--- src/wds_pkg.sv ---
// Package for the windowed duration statistics block.
// Holds the command codes and the transfer structs of the request and response channels.
// No dependencies.
package wds_pkg;

   localparam int TIME_W  = 48;
   localparam int WIN_W   = 24;
   localparam int SUM_W   = 56;
   localparam int COUNT_W = 9;
   localparam int LIM_W   = 45;
   localparam int MS_W    = 20;

   // Nanoseconds in one millisecond
   localparam logic [MS_W-1:0] NS_PER_MS = MS_W'(1000000);

   typedef enum logic [1:0] {
      CMD_BEGIN = 2'd0,
      CMD_END   = 2'd1,
      CMD_QUERY = 2'd2,
      CMD_NONE  = 2'd3
   } cmd_type;

   typedef struct packed {
      logic [1:0]        cmd;
      logic [TIME_W-1:0] time_ns;
      logic [WIN_W-1:0]  window_ms;
   } req_type;

   typedef struct packed {
      logic               has_samples;
      logic [TIME_W-1:0]  window_start_ns;
      logic [TIME_W-1:0]  window_stop_ns;
      logic [SUM_W-1:0]   sum_ns;
      logic [COUNT_W-1:0] sample_count;
      logic [TIME_W-1:0]  window_max_ns;
      logic [TIME_W-1:0]  window_min_ns;
      logic [TIME_W-1:0]  all_time_max_ns;
      logic [TIME_W-1:0]  all_time_min_ns;
   } rsp_type;

   // Control of the duration accumulator
   typedef struct packed {
      logic clear;
      logic add;
   } acc_ctrl_type;

endpackage

--- src/wds_qualify.sv ---
// Window test for one stored sample: is its start or stop age inside the query window.
// Depends on wds_pkg.
module wds_qualify (
   input  logic [wds_pkg::TIME_W-1:0] now,
   input  logic [wds_pkg::TIME_W-1:0] start_ts,
   input  logic [wds_pkg::TIME_W-1:0] stop_ts,
   input  logic                       win_pos,
   input  logic [wds_pkg::LIM_W-1:0]  lim_lo,
   input  logic [wds_pkg::LIM_W-1:0]  lim_hi,
   output logic                       hit
);
   import wds_pkg::*;

   localparam logic signed [TIME_W:0] NEG_MS = -$signed({1'b0, TIME_W'(NS_PER_MS)});

   logic [TIME_W:0] d_start;
   logic [TIME_W:0] d_stop;
   logic            start_in;
   logic            stop_in;

   assign d_start = {1'b0, now} - {1'b0, start_ts};
   assign d_stop  = {1'b0, now} - {1'b0, stop_ts};

   // Start age in whole ms below the window; negative ages truncate towards zero
   always_comb begin
      if (d_start[TIME_W]) begin
         start_in = win_pos || ($signed(d_start) <= NEG_MS);
      end else begin
         start_in = d_start[TIME_W-1:0] < TIME_W'(lim_lo);
      end
   end

   // Stop age in whole ms not above the window
   assign stop_in = d_stop[TIME_W] || (d_stop[TIME_W-1:0] < TIME_W'(lim_hi));

   assign hit = start_in || stop_in;

endmodule

--- config.mk ---
export PLATFORM = sky130hd
export DESIGN_NAME = wds_qualify
export DESIGN_NICKNAME = d
export VERILOG_FILES = /design/src/wds_pkg.sv /design/src/wds_qualify.sv
export SDC_FILE = /design/constraint.sdc
export NUM_CORES = 1
export LEC_CHECK = 0
export BUFFER_PORTS_ARGS = -buffer_cell sky130_fd_sc_hd__buf_2
export CELL_PAD_IN_SITES_DETAIL_PLACEMENT = 0
export CELL_PAD_IN_SITES_GLOBAL_PLACEMENT = 1
export CORE_MARGIN = 2
export CORE_UTILIZATION = 35
export DETAILED_ROUTE_END_ITERATION = 16
export PLACE_DENSITY = 0.81
export SLEW_MARGIN = 25
export SYNTH_ARGS = -nofsm -noshare
export SYNTH_HDL_FRONTEND = slang
export SYNTH_SLANG_ARGS = --single-unit
--- constraint.sdc ---
create_clock -name vclk -period 3.8
set_input_delay 0.19 -clock vclk [all_inputs]
set_output_delay 0.19 -clock vclk [all_outputs]
set_load 0.005 [all_outputs]
**Word-level counts from Yosys, hierarchy flattened**

Index checks and enable logic that the tools add are counted.
W data, S select, Z words.

- Output and inout bits: 1
- Logic and storage cells: 9
- Bits in registers: 0
- Bits of input ports: 235

- Muxes and demuxes: 1
- Reduce and logical (&&, ||, !) cells: 3
- $add $sub $neg: 2
- Order comparisons: 3

Operators by type and width:

| kind | count |
|---|---|
| $sub A48 B48 Y49 | 2 |
| $lt A48 B45 Y1 | 2 |
| $le A49 B21 Y1 const B | 1 |
| $logic_or A1 B1 Y1 | 3 |
| $mux W1 | 1 |

**Logic depth before layout (Yosys ltp)**

- Depth after elaboration: 5
- Gate-level depth with buffers: 24
- Gate-level depth less buffers: 24

**Least setup slack after synthesis**

No wires, ideal clock.

- Path type: input to output
- Start: input port stop_ts[1] (netlist bit)
- End: output port hit
- Slack: -72 ps
- Arrival: 3682 ps
- Path buffers: 0
- Data required time: 3610 ps
- Cell stages on the path: 20
- Path through: inv_1 -> ha_1 -> nor2b_1 -> o31a_1 -> a21o_1 -> o31a_1 -> o21a_1 -> a211o_1 -> a21boi_0 -> o21ai_0 -> xnor2_1 -> ha_1 -> a21o_1 -> a21oi_1 -> nor2b_1 -> o21ai_0 -> nand4_1 -> nor3_1 -> a32oi_1 -> nand2_1

- Longest elaborated chain between the ends: 4

RTL lines:

| element | RTL line | source |
|---|---|---|
| start: declaration | wds_qualify.sv:6 | `input logic [wds_pkg::TIME_W-1:0] stop_ts,` |
| $sub A48 B48 Y49 * | wds_qualify.sv:22 | `assign d_stop = {1'b0, now} - {1'b0, stop_ts};` |
| $lt A48 B45 Y1 | wds_qualify.sv:34 | `assign stop_in = d_stop[TIME_W] \|\| (d_stop[TIME_W-1:0] < TIME_W'(lim_hi));` |
| $logic_or A1 B1 Y1 * | wds_qualify.sv:34 |  |
| $logic_or A1 B1 Y1 * | wds_qualify.sv:36 | `assign hit = start_in \|\| stop_in;` |
| end: declaration | wds_qualify.sv:10 | `output logic hit` |

Every way passes the cells marked *; elsewhere a longest branch is shown, timed or not.

**Worst setup path in the final report**

- Start: input port now[1] (netlist bit)
- End: output port hit

- Longest elaborated chain between the ends: 5
- Elaborated cells between the ends (all ways): 9
- Those cells by class: add/sub: 2; order compare: 3; mux: 1; reduce/logical: 3

RTL lines:

| element | RTL line | source |
|---|---|---|
| start: declaration | wds_qualify.sv:4 | `input logic [wds_pkg::TIME_W-1:0] now,` |
| $sub A48 B48 Y49 | wds_qualify.sv:21 | `assign d_start = {1'b0, now} - {1'b0, start_ts};` |
| $le A49 B21 Y1 | wds_qualify.sv:27 | `start_in = win_pos \|\| ($signed(d_start) <= NEG_MS);` |
| $logic_or A1 B1 Y1 | wds_qualify.sv:27 |  |
| $mux W1 | wds_qualify.sv:26 | `if (d_start[TIME_W]) begin` |
| $logic_or A1 B1 Y1 * | wds_qualify.sv:36 |  |

Marks and branches as above.

==> key figures <==
Cells and area
  • Post-route cell area: 12970 um^2
  • Non-Filler Instances: 2098
  • Seq cells: 0
  • # clk buffers: 0
  • Share of layout cells above drive strength 1: 0.3794
  • NumNets Final: 2197
  • Final Util: 0.5508
  • Register area: 0 um^2
  • Area delta synth->final: 54.41%
  • Multi-input logic area: 8089 um^2
  • Fillers: 2400

Place
  • Port Buffer Count: 236
  • DP Worst Slack: -1.057 ns
  • Routability Congestion: 0.9719
  • Post-Place Cells: 2075
  • DP Area: 12150 um^2
  • DPL Wire Length: 28420 um

Synth
  • Syn Std Cell Area: 8398 um^2
  • Netlist cell types: 84
  • Synth Instances: 1241
  • Area share of the largest cell type after synthesis: 0.2741
  • Sequential-to-total area share from yosys stat: 0
  • Post-synthesis average cell area: 6.767 um^2
  • Leading area contributor after synthesis: ha_1
  • Main area contributors after synthesis: ha_1, inv_1, a21oi_1
  • Synthesized Nets: 1662
  • Synth warn: 0

Drt
  • Total number of vias: 10780
  • Final ANT Viol Nets: 0
  • Residual DRC: 0
  • Vias per cell: 5.137
  • Wirelength, routed: 32270 um
  • Starting DRC count in detailed routing: 540
  • Wire length per cell: 15.38 um
  • Detailed Routing Iterations Pass 1: 6

Run status
  • Outcome: finished, violations left
  • Failing checks: setup timing

Global route
  • Largest net degree at the start of global routing: 10
  • Vias in the first global route: 10900
  • Initial antenna violation count: 2
  • Total GRT Usage: 0.2413
  • First-pass GRT wire length: 51070 um
  • Grt ovf: 0

Timing
  • Final hold violations: 0
  • Final Critical Period: 4.488 ns
  • Unrepaired setup endpoints after global routing: yes
  • Worst setup margin: -0.6882 ns
  • Hold Slack: 1.047 ns
  • Slew @ Worst Pin: 0.5901 ns
  • Fmax achieved: 222.8 MHz
  • Fin crit share: 1.181
  • Final setup viols: 1
  • Pins Over Slew Limit: 0
  • Worst relative slew slack: 0.5964

Setup path
  • Crit. End Element: output port
  • Critical Path Fanout Max: 3
  • CP Data Arrival Time: 4.30 ns
  • CP Launch Type: input port
  • Worst endpoint required time: 3.61 ns
  • WS Path Type: in2out

Power
  • Worst vdd ir: 83.85 uV
  • Pwr Density: 190.4 nW/um^2
  • Flop pwr share: 0
  • Int Pwr: 1249 uW
  • LEAKAGE: 0.007074 uW
  • Net Sw Frac: 0.4942
  • Comb power frac: 1.000
  • Switching pwr: 1220 uW
  • Clock power frac: 0

Die
  • Die height: 158.9 um
  • Core area: 23540 um^2
  • Chip Width: 158.9 um
  • Die area: 25250 um^2
  • Number of I/O pins: 236
  • Initial Util: 0.3567
  • Row count: 56

Job
  • Maxcap violations: 0

Clock tree
  • CTS Hold Bufs: 0

Min path
  • Hold/Removal Path Class: in2out
## logic make-up (layout without fill, tap and decap cells)
| group | after synthesis | count (layout) | synth area share |
|---|---|---|---|
| XOR/XNOR | 77 | 77 | 0.08030 |
| buffers and inverters | 240 | 773 | 0.1107 |
| AND/OR/NAND/NOR | 324 | 324 | 0.1980 |
| adder cells (fa/ha/maj) | 186 | 186 | 0.2789 |
| other | 0 | 5 | 0 |
| AO/OA/AOI/OAI | 407 | 407 | 0.3238 |
| multiplexers | 7 | 7 | 0.008344 |
## timing repair
action | in CTS | in global routing
gates resized for setup | 98 | 41
pin swaps | 85 | 47
buffers inserted | 15 | 6
setup endpoints to repair | 1 | 1
## critical path: stages
cell and delay, ns:
buf_8 0.11, ha_4 0.22, nor2b_4 0.12, o31a_1 0.28, a21o_1 0.24, o31a_1 0.37
o21a_1 0.26, buf_4 0.15, a211o_1 0.29, buf_6 0.15, a31oi_4 0.20, xnor2_2 0.13
ha_1 0.26, nor2b_4 0.13, o21ai_2 0.12, a21oi_1 0.07, o211ai_1 0.18, nand4_1 0.17
nor3_4 0.30, a32oi_1 0.13, nand2_1 0.11, buf_2 0.11
## path summary, 6_finish.rpt
check / cells after the start / to / start / slack (ns)
min: 7 / hit / now[47] / 1.05
max: 22 / hit / now[1] / -0.69
## area by class of cell
class              count  share of cell area
multi-input cells   1001              0.6238
well taps            319             0.03078
repair buffers       560              0.2826
diodes                 5           0.0009649
inverters            213             0.06185
## per-layer routing
metal  vias to the layer above  global-route usage  share of wire
met5                         -                   0              0
met4                         0             0.06074          0.028
met3                        54             0.02508          0.055
met2                       323              0.4605           0.49
met1                      4869              0.2865           0.43
li1                       5531                   -              -
## synthesized netlist by cell type (all sizes together), types with 5 or more instances
cell type,number
nor3,22
o2111ai,6
mux2i,7
nand4,36
and4,7
o21bai,19
nor2b,12
and2,12
a211oi,16
nand2b,12
nor4,7
nand3,28
and3,14
o31ai,8
o21ai,77
a21o,54
a31oi,6
ha,184
o31a,5
xor2,27
o211ai,13
xnor2,50
or3,7
buf,11
a2111oi,6
nand2,71
a21oi,135
clkbuf,16
inv,213
nor2,78
a21boi,6
o21a,13
a211o,5
## power groups by stage
stage / clock network [uW] / logic, uW / registers [uW]
final: 0.000176 / 2470 / 0
after global routing: 0 / 2730 / 0
after CTS: 0 / 2390 / 0
after detailed placement: 0 / 2250 / 0
after global placement: 0 / 2220 / 0
after floorplan: 0 / 1280 / 0
## placed cells by master, fill, tap and decap left out, drive strengths merged, types with 36 or more instances in the layout
cell type | synthesis | final
a21o | 54 | 54
buf | 11 | 560
o21ai | 77 | 77
a21oi | 135 | 135
nor2 | 78 | 78
ha | 184 | 184
nand4 | 36 | 36
nand2 | 71 | 71
inv | 213 | 213
xnor2 | 50 | 50
## per-stage QoR
stage	TNS, ns	total power [uW]
6_report	-0.6882	2468
5_1_grt	-0.8672	2731
4_1_cts	-0.6274	2386
3_5_place_dp	-1.057	2249
3_3_place_gp	-1.091	2218
2_1_floorplan	-0.04474	1284
Note: power is estimated with default switching activity, not from simulation.
