### config.mk
export PLATFORM = sky130hd
export DESIGN_NAME = wds_accum
export DESIGN_NICKNAME = d
export VERILOG_FILES = /design/src/wds_pkg.sv /design/src/wds_accum.sv
export SDC_FILE = /design/constraint.sdc
export NUM_CORES = 1
export LEC_CHECK = 0
export BUFFER_PORTS_ARGS = -buffer_cell sky130_fd_sc_hd__buf_4
export CELL_PAD_IN_SITES_DETAIL_PLACEMENT = 2
export CELL_PAD_IN_SITES_GLOBAL_PLACEMENT = 2
export CORE_AREA = 2 2 301 154
export CTS_CLUSTER_DIAMETER = 200
export CTS_CLUSTER_SIZE = 8
export DETAILED_ROUTE_END_ITERATION = 8
export DIE_AREA = 0 0 303 156
export PLACE_DENSITY = 0.68
export SETUP_SLACK_MARGIN = 0.4
export SYNTH_ARGS = -nofsm -noshare
export SYNTH_HDL_FRONTEND = slang
export SYNTH_SLANG_ARGS = --single-unit
### constraint.sdc
create_clock -name clock -period 3.3 [get_ports clock]
set_clock_uncertainty 0.15 [all_clocks]
set_input_delay 0.165 -clock clock [delete_from_list [all_inputs] [get_ports clock]]
set_output_delay 0.165 -clock clock [all_outputs]
set_load 0.01 [all_outputs]
### src/wds_pkg.sv
// Package for the windowed duration statistics block.
// Holds the command codes and the transfer structs of the request and response channels.
// No dependencies.
package wds_pkg;

   localparam int TIME_W  = 48;
   localparam int WIN_W   = 24;
   localparam int SUM_W   = 56;
   localparam int COUNT_W = 9;
   localparam int LIM_W   = 45;
   localparam int MS_W    = 20;

   // Nanoseconds in one millisecond
   localparam logic [MS_W-1:0] NS_PER_MS = MS_W'(1000000);

   typedef enum logic [1:0] {
      CMD_BEGIN = 2'd0,
      CMD_END   = 2'd1,
      CMD_QUERY = 2'd2,
      CMD_NONE  = 2'd3
   } cmd_type;

   typedef struct packed {
      logic [1:0]        cmd;
      logic [TIME_W-1:0] time_ns;
      logic [WIN_W-1:0]  window_ms;
   } req_type;

   typedef struct packed {
      logic               has_samples;
      logic [TIME_W-1:0]  window_start_ns;
      logic [TIME_W-1:0]  window_stop_ns;
      logic [SUM_W-1:0]   sum_ns;
      logic [COUNT_W-1:0] sample_count;
      logic [TIME_W-1:0]  window_max_ns;
      logic [TIME_W-1:0]  window_min_ns;
      logic [TIME_W-1:0]  all_time_max_ns;
      logic [TIME_W-1:0]  all_time_min_ns;
   } rsp_type;

   // Control of the duration accumulator
   typedef struct packed {
      logic clear;
      logic add;
   } acc_ctrl_type;

endpackage

### src/wds_accum.sv
// Running sum (saturating), maximum and minimum of durations over one query window.
// Depends on wds_pkg.
module wds_accum (
   input  logic                       clock,
   input  wds_pkg::acc_ctrl_type      ctrl,
   input  logic [wds_pkg::TIME_W-1:0] dur,
   output logic [wds_pkg::SUM_W-1:0]  sum,
   output logic [wds_pkg::TIME_W-1:0] max_dur,
   output logic [wds_pkg::TIME_W-1:0] min_dur
);
   import wds_pkg::*;

   logic [SUM_W-1:0]  sum_ff, sum_in;
   logic [TIME_W-1:0] max_ff, max_in;
   logic [TIME_W-1:0] min_ff, min_in;
   logic [SUM_W:0]    total;

   assign total = {1'b0, sum_ff} + (SUM_W + 1)'(dur);

   // Clear on a new window, otherwise fold in the next duration
   always_comb begin
      sum_in = sum_ff;
      max_in = max_ff;
      min_in = min_ff;
      if (ctrl.clear) begin
         sum_in = '0;
         max_in = '0;
         min_in = '1;
      end else if (ctrl.add) begin
         sum_in = total[SUM_W] ? '1 : total[SUM_W-1:0];
         if (dur > max_ff) begin
            max_in = dur;
         end
         if (dur < min_ff) begin
            min_in = dur;
         end
      end
   end

   always_ff @(posedge clock) begin
      sum_ff <= sum_in;
      max_ff <= max_in;
      min_ff <= min_in;
   end

   assign sum     = sum_ff;
   assign max_dur = max_ff;
   assign min_dur = min_ff;

endmodule

After elaboration in Yosys (flattened, before gate mapping)
Index checks and enable logic that the tools add are counted.
{"block": "op_classes", "eq_ne": 0, "n_reduce_logical": 2, "shifts": 0, "n_mux": 1, "magnitude_cmp": 2, "n_addsub": 1, "mul": 0, "div_mod_pow": 0, "n_bitwise": 0}
{"cell": "adder 56 x 48 -> 57 bit", "n": 1}
{"cell": "two-way mux 56 bit", "n": 1}
{"cell": "> comparator 48 bit", "n": 1}
{"cell": "less-than comparator 48 bit", "n": 1}
{"cell": "AND reduction 2 bit", "n": 2}
{"block": "word_totals", "ram_bits": 0, "mem_count": 0, "inputBits": 51, "ff_bits": 152, "romBits": 0, "elab_cells": 9, "latch_bits": 0}

Depth between registers and ports, before layout
{"block": "logic_depth", "word_depth": 2, "ltp_mapped": 14}

Least setup slack after synthesis
No wires, ideal clock.
{"block": "synth_timing", "kind": "register -> register", "from": "register max_ff[47] (netlist: max_dur[47])", "to": "register max_ff[10] (netlist: max_dur[10])", "path_slack_ns": 0.455, "n_path_buf": 2, "t_arrival_ns": 2.568, "stages_incl_launch_ff": 13, "t_required_ns": 3.022, "setup_time_ns": 0.128, "cell_sequence": "dfxtp_1 -> inv_1 -> ha_1 -> and3_1 -> nand4_1 -> or3_1 -> nor4_1 -> o31ai_1 -> a21oi_2 -> buf_4 -> buf_6 -> mux2i_1 -> nor2_1"}
{"block": "synth_via", "elab_chain_cells": 2}
{"element": "from (decl)", "line": "wds_accum.sv:14", "rtl": "logic [TIME_W-1:0] max_ff, max_in;"}
{"element": "from (signal assigned)", "line": "wds_accum.sv:42", "rtl": "max_ff <= max_in;"}
{"element": "> comparator 48 bit", "line": "wds_accum.sv:31", "rtl": "if (dur > max_ff) begin"}
{"element": "AND reduction 2 bit (no line)"}
Every way passes these cells.
A chain may end at the register's enable or synchronous reset.

Worst setup path in the final report
{"block": "layout_timing", "from": "register min_ff[14] (netlist: min_dur[14])", "to": "register min_ff[32] (netlist: min_dur[32])"}
{"block": "layout_via", "elab_chain_cells": 2}
{"element": "from (decl)", "line": "wds_accum.sv:15", "rtl": "logic [TIME_W-1:0] min_ff, min_in;"}
{"element": "from (signal assigned)", "line": "wds_accum.sv:43", "rtl": "min_ff <= min_in;"}
{"element": "less-than comparator 48 bit", "line": "wds_accum.sv:34", "rtl": "if (dur < min_ff) begin"}
{"element": "AND reduction 2 bit (no line)"}
Every way passes these cells.

==> impl_metrics.tcl <==
set metrics [dict create \
    synth-async-reset-ratio_pct 0 \
    initial_cell_density_of_the_core_pct 24.7 \
    cts-buffers-inserted 17 \
    vdd_ir_drop_max_mv 0.417 \
    post-route-min-period_ps 3050 \
    ios 203 \
    path_cells "inv_2 > ha_4 > a211oi_4 > nand2_1 > nand2_2 > nor4_4 > buf_4 > a221oi_4 > a31oi_2 > or4_4 > buf_12 > buf_16 > mux2i_2" \
    die_area_sq_um 47300 \
    critPathSlowestCell "sky130_fd_sc_hd__or4_4" \
    globalplace.congestion 0.844 \
    vias_per_cell 4.99 \
    avgSynthCellArea_sq_um 8.15 \
    num-nets-final 1900 \
    layout_worst_path_cycle_share_pct 92.5 \
    hpwl_um 36300 \
    dr.first_iter.drc_count 574 \
    syn_to_final_growth_pct 51.3 \
    globalRouteTotalUtil_pct 21.9 \
    worst_hold_path.num_cells 4 \
    post_syn_instances 1355 \
    antenna_cells 0 \
    tritoncts "built" \
    coreArea_sq_um 44700 \
    hold_path_class "in -> reg" \
    clk_latency_ps 480 \
    critPathKind "reg -> reg" \
    floorplan.die.width_um 303 \
    post_synth_top_flop "sky130_fd_sc_hd__dfxtp_1" \
    pre_cts_slack_ps -235 \
    power_density_nw_per_um2 446 \
    gr-total-overflow 0 \
    power.leakage_uw 0.00753 \
    cts_root_buf "sky130_fd_sc_hd__clkbuf_16" \
    outcome "complete, but fails checks" \
    clock_sinks 152 \
    antenna_violating_nets_post_route 0 \
    die_height_um 156 \
    io_buffers 202 \
    maxSlewViolCount 0 \
    grt_pass1_vias 12300 \
    remaining_drc_errors 12 \
    layoutNonFillerInstCount 2316 \
    cp_data_arrival_time_ps 3240 \
    first_pass_grt_wire_length_um 78000 \
    post_drt_wl_per_cell_um 23.0 \
    wirelength_um 53300 \
    antenna_found_initial 0 \
    rows 55 \
    worstSetupStartpointType "flip-flop" \
    drt_pre_antenna_iters 9 \
    path_max_fanout 7 \
    fin_worst_hold_slack_ps 31.6 \
    slew-limit-headroom_pct 29.9 \
    synthesis.yosys.warnings 0 \
    yosysSeqAreaShare_pct 27.6 \
    vias 11600 \
    r2r.worst_path.cells 13 \
    leading_cell_type_in_the_layout_fill_and_taps_excluded "sky130_fd_sc_hd__buf_4" \
    synth.lib_cells_used.distinct 74 \
    fmax_mhz 328 \
    post-place-cells 2156 \
    worst_slack_ps 247 \
    critical_path_required_ps 3490 \
    tightest_slew_ps 1050 \
    failed_checks "design-rule violations" \
    synth_edf_count 0 \
    final-hold-violation-count 0 \
    grt_start_max_net_pins 122 \
    finalSetupViolations 0 \
    clk_pin_slew_ps 70 \
    cap_violations 0 \
    critical_path_buf_inv_count 4 \
    crit_path_end_kind "flip-flop" \
    rsz0062_at_grt "yes" \
    cell_area_synth_sq_um 11000 \
    cp_top_family "simple AND/OR/NAND/NOR gates" \
    most-common-layout-cells "sky130_fd_sc_hd__buf_4, sky130_fd_sc_hd__nor2_1, sky130_fd_sc_hd__inv_1" \
    critPathMaxStageDelay_ps 470 \
    setup_tns_ps 0 \
    htree_num_levels 4 \
    postSynthNetCount 1550 \
    ys_ff_latch 152 \
    drive_gt1_share_pct 34.7 \
    cts.path.max_buffers 2 \
    worst-path-stages 13 \
]
-- cell usage after synthesis (7+ instances only) --
| cell | count | area [sq um] |
|---|---|---|
| sky130_fd_sc_hd__a21oi_1 | 95 | 475 |
| sky130_fd_sc_hd__nand4_1 | 40 | 250 |
| sky130_fd_sc_hd__nor2_1 | 244 | 916 |
| sky130_fd_sc_hd__inv_1 | 107 | 402 |
| sky130_fd_sc_hd__ha_1 | 143 | 1790 |
| sky130_fd_sc_hd__nand2_1 | 61 | 229 |
| sky130_fd_sc_hd__buf_6 | 9 | 101 |
| sky130_fd_sc_hd__buf_2 | 13 | 65.1 |
| sky130_fd_sc_hd__dfxtp_1 | 152 | 3040 |
| sky130_fd_sc_hd__o21ai_0 | 49 | 245 |
| sky130_fd_sc_hd__xnor2_1 | 27 | 236 |
| sky130_fd_sc_hd__a211oi_1 | 14 | 105 |
| sky130_fd_sc_hd__o211ai_1 | 7 | 52.6 |
| sky130_fd_sc_hd__o22ai_1 | 18 | 113 |
| sky130_fd_sc_hd__mux2i_1 | 98 | 981 |
| sky130_fd_sc_hd__o21bai_1 | 10 | 75.1 |
| sky130_fd_sc_hd__nor2b_1 | 12 | 75.1 |
| sky130_fd_sc_hd__xor2_1 | 18 | 158 |
| sky130_fd_sc_hd__nor3_1 | 15 | 75.1 |
| sky130_fd_sc_hd__a311oi_1 | 25 | 219 |
| sky130_fd_sc_hd__nand3_1 | 16 | 80.1 |
| sky130_fd_sc_hd__a21o_1 | 40 | 300 |
| sky130_fd_sc_hd__clkbuf_1 | 32 | 120 |
-- layer usage --
layer  GRT usage (%)  part of all wire (%)
met5               0                     0
met4            4.48                   1.2
met3            5.00                   5.2
met2            31.6                    41
met1            32.7                    52
-- flip-flops by register name, summed over array words and instances (netlist names) --
signal / flops
min_dur: 48
max_dur: 48
sum: 56
-- what timing repair did --
item                                    4_1_cts  5_1_grt
endpoints found under the setup margin      151      135
buffers inserted                             34       37
hold buffers                                 46        0
endpoints found under the hold margin        96        0
gates resized for setup                     185       98
gates cloned                                  8        3
pin swaps                                    60       67
-- final timing paths --
check              start           to  slack [ps]
max          min_dur[14]  min_dur[32]         250
min reg2reg  max_dur[37]  max_dur[37]         360
max reg2reg  min_dur[14]  min_dur[32]         250
min               dur[4]   min_dur[4]          30
-- cell families after synthesis --
logic type	synth area share, %
AOI/OAI and AO/OA	18.6
xor gates and xnor gates	3.57
adders and majority gates	16.4
buffers and inverters	7.33
DFF	27.6
muxes	8.89
and+or+nand+nor	17.6
-- through the flow --
stage | util, % | instance area [sq um] | total power (uW)
after floorplan | - | 11000 | 3620
after global placement | 30.2 | 13500 | 4500
after detailed placement | 30.2 | 13500 | 4590
after CTS | 35.7 | 15900 | 7230
after global routing | 37.4 | 16700 | 7870
final | 37.4 | 16700 | 7460
-- where the power goes --
part	leakage [uW]	internal (uW)	switching, uW
Clock	0.000286	1210	950
Sequential	0.00126	2020	176
Combinational	0.00598	1430	1680
-- worst register-to-register path: cells and delay by family (launching register included) --
| family | cells | cell delay, ps |
|---|---|---|
| AND/OR/NAND/NOR | 4 | 750 |
| AO/OA/AOI/OAI | 3 | 710 |
| buffers and inverters | 4 | 570 |
| flip-flops | 1 | 360 |
| adder cells (fa/ha/maj) | 1 | 220 |
| multiplexers | 1 | 160 |
-- cell type report --
type | instances | area [sq um]
clock buffers | 20 | 447
clock inverters | 12 | 150
fillers | 4899 | 28000
inverters | 107 | 402
repair buffers | 399 | 3530
well taps | 598 | 748
flip-flops and latches | 152 | 3130
multi-input cells | 1028 | 8310
Power figures use the tool's default switching activity.
